===== src/rtl/core/lz4d_pkg.sv =====
// Shared types and constants of the LZ4 block decompressor.
package lz4d_pkg;

    // Field widths.
    localparam int LEN_W = 17;
    localparam int CNT_W = 18;

    // Saturation limits of the length and byte counters.
    localparam logic [LEN_W-1:0] LEN_MAX = 17'h1FFFF;
    localparam logic [CNT_W-1:0] CNT_MAX = 18'h3FFFF;

    // Stream constants.
    localparam logic [3:0] NIB_EXT     = 4'd15;
    localparam logic [7:0] BYTE_EXT    = 8'd255;
    localparam logic [LEN_W-1:0] MIN_MATCH    = 17'd4;
    localparam logic [LEN_W-1:0] LAST_LITERALS = 17'd12;
    localparam logic [LEN_W-1:0] MATCH_TAIL    = 17'd5;

    // Item modes.
    localparam logic [1:0] MODE_DATA    = 2'd0;
    localparam logic [1:0] MODE_PULL    = 2'd1;
    localparam logic [1:0] MODE_RESTART = 2'd2;
    localparam logic [1:0] MODE_NONE    = 2'd3;

    // Result status codes.
    localparam logic [1:0] ST_RUN  = 2'd0;
    localparam logic [1:0] ST_DONE = 2'd1;
    localparam logic [1:0] ST_ERR  = 2'd2;

    // Parser phases.
    typedef enum logic [9:0] {
        PH_HDR   = 10'b00_0000_0001,
        PH_TOKEN = 10'b00_0000_0010,
        PH_LLEXT = 10'b00_0000_0100,
        PH_LIT   = 10'b00_0000_1000,
        PH_OFF0  = 10'b00_0001_0000,
        PH_OFF1  = 10'b00_0010_0000,
        PH_MLEXT = 10'b00_0100_0000,
        PH_MATCH = 10'b00_1000_0000,
        PH_RAW   = 10'b01_0000_0000,
        PH_END   = 10'b10_0000_0000
    } phase_t;

    // Next phase together with the status it reports.
    typedef struct packed {
        phase_t     ph;
        logic [1:0] st;
    } ph_st_t;

    // One result as produced by the parser, before the history read returns.
    typedef struct packed {
        logic             valid;
        logic             has_byte;
        logic             is_match;
        logic [7:0]       lit_byte;
        logic [1:0]       status;
        logic [CNT_W-1:0] consumed;
        logic             last;
    } res_t;

endpackage


===== src/rtl/core/lz4d_ctrl.sv =====
// Stream parser: sequence state, counters and history addressing.
module lz4d_ctrl
    import lz4d_pkg::*;
#(
    parameter int DEPTH = 65536,
    parameter int AW    = 16
)
(
    input  logic             clk,
    input  logic             rst_n,
    input  logic             acc,
    input  logic [1:0]       mode,
    input  logic [7:0]       in_byte,
    input  logic             cfg_wr_en,
    input  logic [LEN_W-1:0] cfg_wr_data,
    output res_t             res,
    output logic [AW-1:0]    rd_addr,
    output logic [AW-1:0]    wr_addr
);

    localparam int SW = ((AW > 16) ? AW : 16) + 1;
    localparam logic [SW-1:0] DEPTH_S = SW'(DEPTH);
    localparam logic [AW-1:0] PTR_LAST = AW'(DEPTH - 1);

    phase_t           phase_reg,  phase_next;
    logic [LEN_W-1:0] osize_reg;
    logic [LEN_W-1:0] pos_reg,    pos_next;
    logic [AW-1:0]    ptr_reg,    ptr_next;
    logic [LEN_W-1:0] ll_reg,     ll_next;
    logic [LEN_W-1:0] ml_reg,     ml_next;
    logic [15:0]      off_reg,    off_next;
    logic [3:0]       mn_reg,     mn_next;
    logic [CNT_W-1:0] bc_reg,     bc_next;

    // Saturating length add.
    function automatic logic [LEN_W-1:0] sat_add(input logic [LEN_W-1:0] a,
                                                 input logic [LEN_W-1:0] b);
        logic [LEN_W:0] s;
        s = {1'b0, a} + {1'b0, b};
        return (s > {1'b0, LEN_MAX}) ? LEN_MAX : s[LEN_W-1:0];
    endfunction

    // Decision once all literals of a sequence are out.
    function automatic ph_st_t after_lit(input logic [LEN_W-1:0] o,
                                         input logic [LEN_W-1:0] pos_v,
                                         input logic [LEN_W-1:0] osize);
        ph_st_t r;
        if (o < LAST_LITERALS)
        begin
            r.ph = PH_END;
            r.st = (pos_v == osize) ? ST_DONE : ST_ERR;
        end
        else
        begin
            r.ph = PH_OFF0;
            r.st = ST_RUN;
        end
        return r;
    endfunction

    // Decision once the literal length is known.
    function automatic ph_st_t lit_done(input logic [LEN_W-1:0] x,
                                        input logic [LEN_W-1:0] o,
                                        input logic [LEN_W-1:0] pos_v,
                                        input logic [LEN_W-1:0] osize);
        ph_st_t r;
        if (o < x)
        begin
            r.ph = PH_END;
            r.st = ST_ERR;
        end
        else if (x == '0)
        begin
            r = after_lit(o, pos_v, osize);
        end
        else
        begin
            r.ph = PH_LIT;
            r.st = ST_RUN;
        end
        return r;
    endfunction

    logic [LEN_W-1:0] owed, owed_after, pos_inc, ll_sum, ml_sum, ml_full, dec_l, dec_m;
    logic [AW-1:0]    ptr_inc;
    logic [15:0]      off_new;
    logic [SW-1:0]    ptr_s, off_s;
    logic             bad_match;
    ph_st_t           ps;
    logic             has_c, match_c;
    logic [7:0]       byte_c;
    logic [1:0]       st_c;

    // Shared arithmetic on the current state.
    always_comb
    begin
        owed       = (osize_reg > pos_reg) ? (osize_reg - pos_reg) : '0;
        pos_inc    = (pos_reg < LEN_MAX) ? (pos_reg + 1'b1) : pos_reg;
        owed_after = (osize_reg > pos_inc) ? (osize_reg - pos_inc) : '0;
        ptr_inc    = (pos_reg < LEN_MAX) ?
                     ((ptr_reg == PTR_LAST) ? '0 : (ptr_reg + 1'b1)) : ptr_reg;
        ll_sum     = sat_add(ll_reg, {9'd0, in_byte});
        ml_sum     = sat_add(ml_reg, {9'd0, in_byte});
        dec_l      = (ll_reg != '0) ? (ll_reg - 1'b1) : '0;
        dec_m      = (ml_reg != '0) ? (ml_reg - 1'b1) : '0;
        off_new    = {in_byte, off_reg[7:0]};
        ptr_s      = SW'(ptr_reg);
        off_s      = SW'(off_reg);
        rd_addr    = (ptr_s >= off_s) ? AW'(ptr_s - off_s) : AW'(ptr_s + DEPTH_S - off_s);
        wr_addr    = ptr_reg;
    end

    // Next state and result of the item at the input.
    always_comb
    begin
        phase_next = phase_reg;
        pos_next   = pos_reg;
        ptr_next   = ptr_reg;
        ll_next    = ll_reg;
        ml_next    = ml_reg;
        off_next   = off_reg;
        mn_next    = mn_reg;
        bc_next    = bc_reg;
        has_c      = 1'b0;
        match_c    = 1'b0;
        byte_c     = '0;
        st_c       = ST_RUN;
        ml_full    = '0;
        bad_match  = 1'b0;
        ps         = '{ph: PH_END, st: ST_RUN};

        if (mode == MODE_RESTART)
        begin
            phase_next = PH_HDR;
            pos_next   = '0;
            ptr_next   = '0;
            ll_next    = '0;
            ml_next    = '0;
            off_next   = '0;
            mn_next    = '0;
            bc_next    = '0;
        end
        else if (mode == MODE_NONE || phase_reg == PH_END)
        begin
            // Nothing happens.
        end
        else if (mode == MODE_PULL)
        begin
            if (phase_reg != PH_MATCH)
            begin
                phase_next = PH_END;
                st_c       = ST_ERR;
            end
            else
            begin
                has_c    = 1'b1;
                match_c  = 1'b1;
                pos_next = pos_inc;
                ptr_next = ptr_inc;
                ml_next  = dec_m;
                if (dec_m == '0)
                begin
                    if (owed_after < MATCH_TAIL)
                    begin
                        phase_next = PH_END;
                        st_c       = ST_ERR;
                    end
                    else
                    begin
                        phase_next = PH_TOKEN;
                    end
                end
            end
        end
        else if (phase_reg == PH_MATCH)
        begin
            phase_next = PH_END;
            st_c       = ST_ERR;
        end
        else
        begin
            if (phase_reg != PH_HDR && bc_reg < CNT_MAX)
            begin
                bc_next = bc_reg + 1'b1;
            end
            unique case (phase_reg)
                PH_HDR:
                begin
                    if (in_byte[7])
                    begin
                        if (pos_reg >= osize_reg)
                        begin
                            phase_next = PH_END;
                            st_c       = ST_DONE;
                        end
                        else
                        begin
                            phase_next = PH_RAW;
                        end
                    end
                    else
                    begin
                        phase_next = PH_TOKEN;
                    end
                end
                PH_RAW:
                begin
                    has_c    = 1'b1;
                    byte_c   = in_byte;
                    pos_next = pos_inc;
                    ptr_next = ptr_inc;
                    if (pos_inc >= osize_reg)
                    begin
                        phase_next = PH_END;
                        st_c       = ST_DONE;
                    end
                end
                PH_TOKEN:
                begin
                    ll_next = {13'd0, in_byte[7:4]};
                    mn_next = in_byte[3:0];
                    if (in_byte[7:4] == NIB_EXT)
                    begin
                        phase_next = PH_LLEXT;
                    end
                    else
                    begin
                        ps = lit_done({13'd0, in_byte[7:4]}, owed, pos_reg, osize_reg);
                        phase_next = ps.ph;
                        st_c       = ps.st;
                    end
                end
                PH_LLEXT:
                begin
                    ll_next = ll_sum;
                    if (in_byte != BYTE_EXT)
                    begin
                        ps = lit_done(ll_sum, owed, pos_reg, osize_reg);
                        phase_next = ps.ph;
                        st_c       = ps.st;
                    end
                end
                PH_LIT:
                begin
                    has_c    = 1'b1;
                    byte_c   = in_byte;
                    pos_next = pos_inc;
                    ptr_next = ptr_inc;
                    ll_next  = dec_l;
                    if (dec_l == '0)
                    begin
                        ps = after_lit(owed_after, pos_inc, osize_reg);
                        phase_next = ps.ph;
                        st_c       = ps.st;
                    end
                end
                PH_OFF0:
                begin
                    off_next   = {8'd0, in_byte};
                    phase_next = PH_OFF1;
                end
                PH_OFF1, PH_MLEXT:
                begin
                    if (phase_reg == PH_OFF1)
                    begin
                        off_next = off_new;
                        ml_next  = {13'd0, mn_reg};
                    end
                    else
                    begin
                        ml_next = ml_sum;
                    end
                    if (phase_reg == PH_OFF1 && mn_reg == NIB_EXT)
                    begin
                        phase_next = PH_MLEXT;
                    end
                    else if (phase_reg == PH_OFF1 || in_byte != BYTE_EXT)
                    begin
                        // Length is complete: add the minimum match and check it.
                        ml_full   = sat_add(ml_next, MIN_MATCH);
                        ml_next   = ml_full;
                        bad_match = (owed < ml_full) || (off_next == '0) ||
                                    ({1'b0, off_next} > pos_reg) ||
                                    (SW'(off_next) > DEPTH_S);
                        if (bad_match)
                        begin
                            phase_next = PH_END;
                            st_c       = ST_ERR;
                        end
                        else
                        begin
                            phase_next = PH_MATCH;
                        end
                    end
                end
                default:
                begin
                    phase_next = PH_END;
                    st_c       = ST_ERR;
                end
            endcase
        end

        res.valid    = has_c || (st_c != ST_RUN);
        res.has_byte = has_c;
        res.is_match = match_c;
        res.lit_byte = byte_c;
        res.status   = st_c;
        res.consumed = (st_c == ST_DONE) ? bc_next : '0;
        res.last     = (st_c != ST_RUN);
    end

    // Parser state registers.
    always_ff @(posedge clk or negedge rst_n)
    begin
        if (!rst_n)
        begin
            phase_reg <= PH_HDR;
            pos_reg   <= '0;
            ptr_reg   <= '0;
            ll_reg    <= '0;
            ml_reg    <= '0;
            off_reg   <= '0;
            mn_reg    <= '0;
            bc_reg    <= '0;
        end
        else if (acc)
        begin
            phase_reg <= phase_next;
            pos_reg   <= pos_next;
            ptr_reg   <= ptr_next;
            ll_reg    <= ll_next;
            ml_reg    <= ml_next;
            off_reg   <= off_next;
            mn_reg    <= mn_next;
            bc_reg    <= bc_next;
        end
    end

    // Configuration register.
    always_ff @(posedge clk or negedge rst_n)
    begin
        if (!rst_n)
        begin
            osize_reg <= '0;
        end
        else if (cfg_wr_en)
        begin
            osize_reg <= cfg_wr_data;
        end
    end

endmodule


===== config.mk =====
export PLATFORM = sky130hd
export DESIGN_NAME = lz4d_ctrl
export DESIGN_NICKNAME = d
export VERILOG_FILES = /design/src/rtl/core/lz4d_pkg.sv /design/src/rtl/core/lz4d_ctrl.sv
export SDC_FILE = /design/constraint.sdc
export NUM_CORES = 1
export LEC_CHECK = 0
export ABC_AREA = 1
export BUFFER_PORTS_ARGS = -buffer_cell sky130_fd_sc_hd__buf_2
export CORE_ASPECT_RATIO = 1.75
export CORE_UTILIZATION = 60
export DETAILED_ROUTE_END_ITERATION = 7
export HOLD_SLACK_MARGIN = 0.08
export PLACE_DENSITY_LB_ADDON = 0.2
export SLEW_MARGIN = 20
export SYNTH_ARGS = -nofsm -noshare
export SYNTH_HDL_FRONTEND = slang
export SYNTH_SLANG_ARGS = --single-unit

===== constraint.sdc =====
create_clock -name clk -period 4.3 [get_ports clk]
set_input_delay 0.215 -clock clk [delete_from_list [all_inputs] [get_ports clk]]
set_output_delay 0.215 -clock clk [all_outputs]
set_load 0.02 [all_outputs]

==> reports/qor.yml <==
status:
  outcome: "complete, but fails checks"
  violations: "DRC, setup timing"
timing:
  finalSetupViolCount: 24
  slew_headroom_pct: 32.06
  tightest_slew_ns: 1.008
  fmax_mhz: 191.9
  period_share_pct: 121.2
  min_period_ns: 5.211
  fin_ws_ns: -0.9111
  holdWs_ns: 0.2003
  fin_skew_ns: 0.007882
  drv_slew: 0
  rsz0062_at_grt: "yes"
  finalHoldViolations: 0
  tns_ns: -16.06
floorplan:
  initial_utilization_pct: 60.86
  fp.dieW_um: 123.0
  die_area_um2: 26270
  io_pins: 95
  fp.dieH_um: 213.7
  coreArea_um2: 25240
  rows: 77
global_routing:
  grtUsageTotal_pct: 47.59
  gr-usage-met2_pct: 77.57
  grt.busiest_layer: "met2"
  grtUsageMet3_pct: 16.01
  met1_usage_pct: 46.44
  first_global_vias: 18410
  antenna_found_initial: 0
  overflow: 0
  grt_max_degree: 93
  grt_pass1_wl_um: 93650
cts:
  clock-sinks: 132
  clock_path_buffers: 2
  ctsHtreeMaxLevel: 4
  cts_tree: "done"
  numCtsBuffers: 17
  insertion_delay_ns: 0.47
  cts_root_buf: "clkbuf_16"
  path_clk_slew_ns: 0.07
drt:
  via_per_inst: 6.244
  first_pass_iters: 8
  routed_wl_um: 65180
  antenna_left: 0
  drt_first_iter_violations: 2258
  num_vias: 19280
  drc: 3
  routedWlPerCell_um: 21.11
hold_path:
  hold_class: "in -> reg"
  min-delay-start: "in_byte[3]"
power_and_ir_drop:
  p_clk_share_pct: 11.4
  power_frac_comb_pct: 75.7
  power.density_nw_per_um2: 706.0
  p_int_mw: 6.762
  p_sw_mw: 7.616
  ir_drop_mv: 0.6840
  p_leak_nw: 10.31
  seq_power_share_pct: 12.9
  sw_frac_of_total_pct: 52.97
final_layout:
  final_cell_area_um2: 20360
  nets: 2919
  final_util_pct: 80.68
  drive_gt1_share_pct: 27.17
  synthToLayoutAreaGrowth_pct: 32.57
  n_fill_cell: 1803
  final_cells: 3088
  largest_reg_flops: 18
  final_cell_mix: "nand2_1, inv_1, buf_4, nor2_1, nand3_1"
  layout_commonest_cell: "nand2_1"
placement:
  placedCellCount: 2963
  hpwlAfterDp_um: 44200
  place.gp.congestion: 1.016
  placed_cell_area_um2: 17580
  io_buffers: 94
synth:
  synth.mux.area_fraction_pct: 1.173
  yosysUniqueCellTypes: 68
  synth_top_family_by_area: "simple AND/OR/NAND/NOR gates"
  synth-compound-area-share_pct: 14.46
  yosys_warnings: 0
  synth-xor-area-share_pct: 3.877
  synthArstFlopShare_pct: 100.0
  synth_fa_ha_area_share_pct: 10.83
  syn_inst: 2386
  postSynthAreaPerCell_um2: 6.438
  yosys_register_bits: 132
  syn_area_um2: 15360
  seq_area_frac_synth_pct: 21.51
  synth_flop_cell: "dfrtp_1"
  yosys.area_share.simple_pct: 37.67
  syn_nets: 2547
  synth_edf_count: 0
worst_setup_path:
  worst_path_largest_cell_delay_ns: 0.36
  crit_path_start_kind: "flop"
  critical_path_arrival_ns: 5.00
  crit_type: "reg -> out"
  rr_startpoint: "ml_reg[0]"
  end_kind: "output pin"
  slowest_stage: "dfrtp_1"
  cp.required_ns: 4.09
  cp_max_fo: 5
  cp-startpoint: "ml_reg[0]"
run:
  cap_violations: 0
==> path summary, 6_finish.rpt <==
| kind | endpoint | slack [ns] | cells after the start |
|---|---|---|---|
| min in group asynchronous | ml_reg[11] | 0.39 | 2 |
| max | res[31] | -0.91 | 31 |
| min reg2reg | phase_reg[4] | 0.51 | 2 |
| min | mn_reg[3] | 0.20 | 4 |
| max reg2reg | phase_reg[9] | -0.18 | 31 |
| max in group asynchronous | osize_reg[8] | 2.71 | 3 |
==> cell type report <==
cell class                 instances  area, um^2  share of cell area, %
tap                              316       395.4                  1.942
clock buffer                      18       429.2                  2.107
sequential                       132        3308                  16.24
inverter                         363        1385                  6.801
clock inverter                    14       200.2                 0.9830
antenna                            1       2.502                0.01229
multi-input combinational       1850       11620                  57.07
timing repair buffer             394        3023                  14.84
==> cells by family after synthesis <==
logic type               count (synthesis)
flip-flops                             132
buffers and inverters                  405
adder cells (fa/ha/maj)                130
AND/OR/NAND/NOR                       1234
AO/OA/AOI/OAI                          401
XOR/XNOR                                68
multiplexers                            16
==> synth_stat cells, types with 12 or more instances <==
cell | n | share of area, %
inv_1 | 336 | 8.2
nor2_1 | 219 | 5.4
xnor2_1 | 12 | 0.68
nand2_1 | 566 | 14
nor4_1 | 21 | 0.86
dfrtp_1 | 131 | 21
nor3_1 | 47 | 1.5
nand4_1 | 49 | 2.0
xor2_1 | 56 | 3.2
nor2_4 | 29 | 2.1
ha_1 | 125 | 10
nand3_1 | 185 | 6.0
nor2_2 | 24 | 0.98
o21ai_1 | 17 | 0.55
o21ai_0 | 128 | 4.2
mux2_2 | 16 | 1.2
nand3b_1 | 16 | 0.78
o22ai_1 | 47 | 1.9
nand2_2 | 32 | 1.3
a21oi_1 | 156 | 5.1
clkbuf_1 | 21 | 0.51
inv_2 | 20 | 0.49
==> worst max-delay path: cells and delay by family (launching register included) <==
family	cells	cell delay, ns
buf+inv	4	0.53
fa+ha+maj	3	0.84
flops	1	0.36
compound gates	1	0.07
simple gates	23	2.71
==> routing by layer <==
layer / up-vias / routed length (um) / share of wire, %
met3: 541 / 6970 / 11
met2: 1221 / 30220 / 46
met1: 8858 / 20500 / 31
met5: - / 62 / 0.095
met4: 2 / 7418 / 11
li1: 8660 / - / -
==> through the flow <==
stage | setup slack (ns) | total power, mW
floorplan | 0.2464 | 7.380
global placement | -0.3807 | 10.40
detailed placement | -0.4572 | 10.59
CTS | -0.5141 | 13.00
global route | -1.012 | 15.31
finish | -0.9111 | 14.38
==> power groups by stage <==
stage	clock network [mW]	registers (mW)	logic [mW]
final	1.64	1.86	10.9
after CTS	1.62	1.83	9.55
after floorplan	0	1.83	5.55
after detailed placement	0	1.83	8.76
after global routing	1.68	1.88	11.7
after global placement	0	1.81	8.58
==> repair_timing <==
| item | CTS | global route |
|---|---|---|
| setup endpoints to repair | 24 | 32 |
| pin swaps | 58 | 76 |
| hold buffers | 18 | 0 |
| buffers inserted | 52 | 24 |
| gates cloned | 3 | 0 |
| gates resized for setup | 175 | 150 |
| hold endpoints to repair | 107 | 0 |
(Power assumes the default switching activity.)
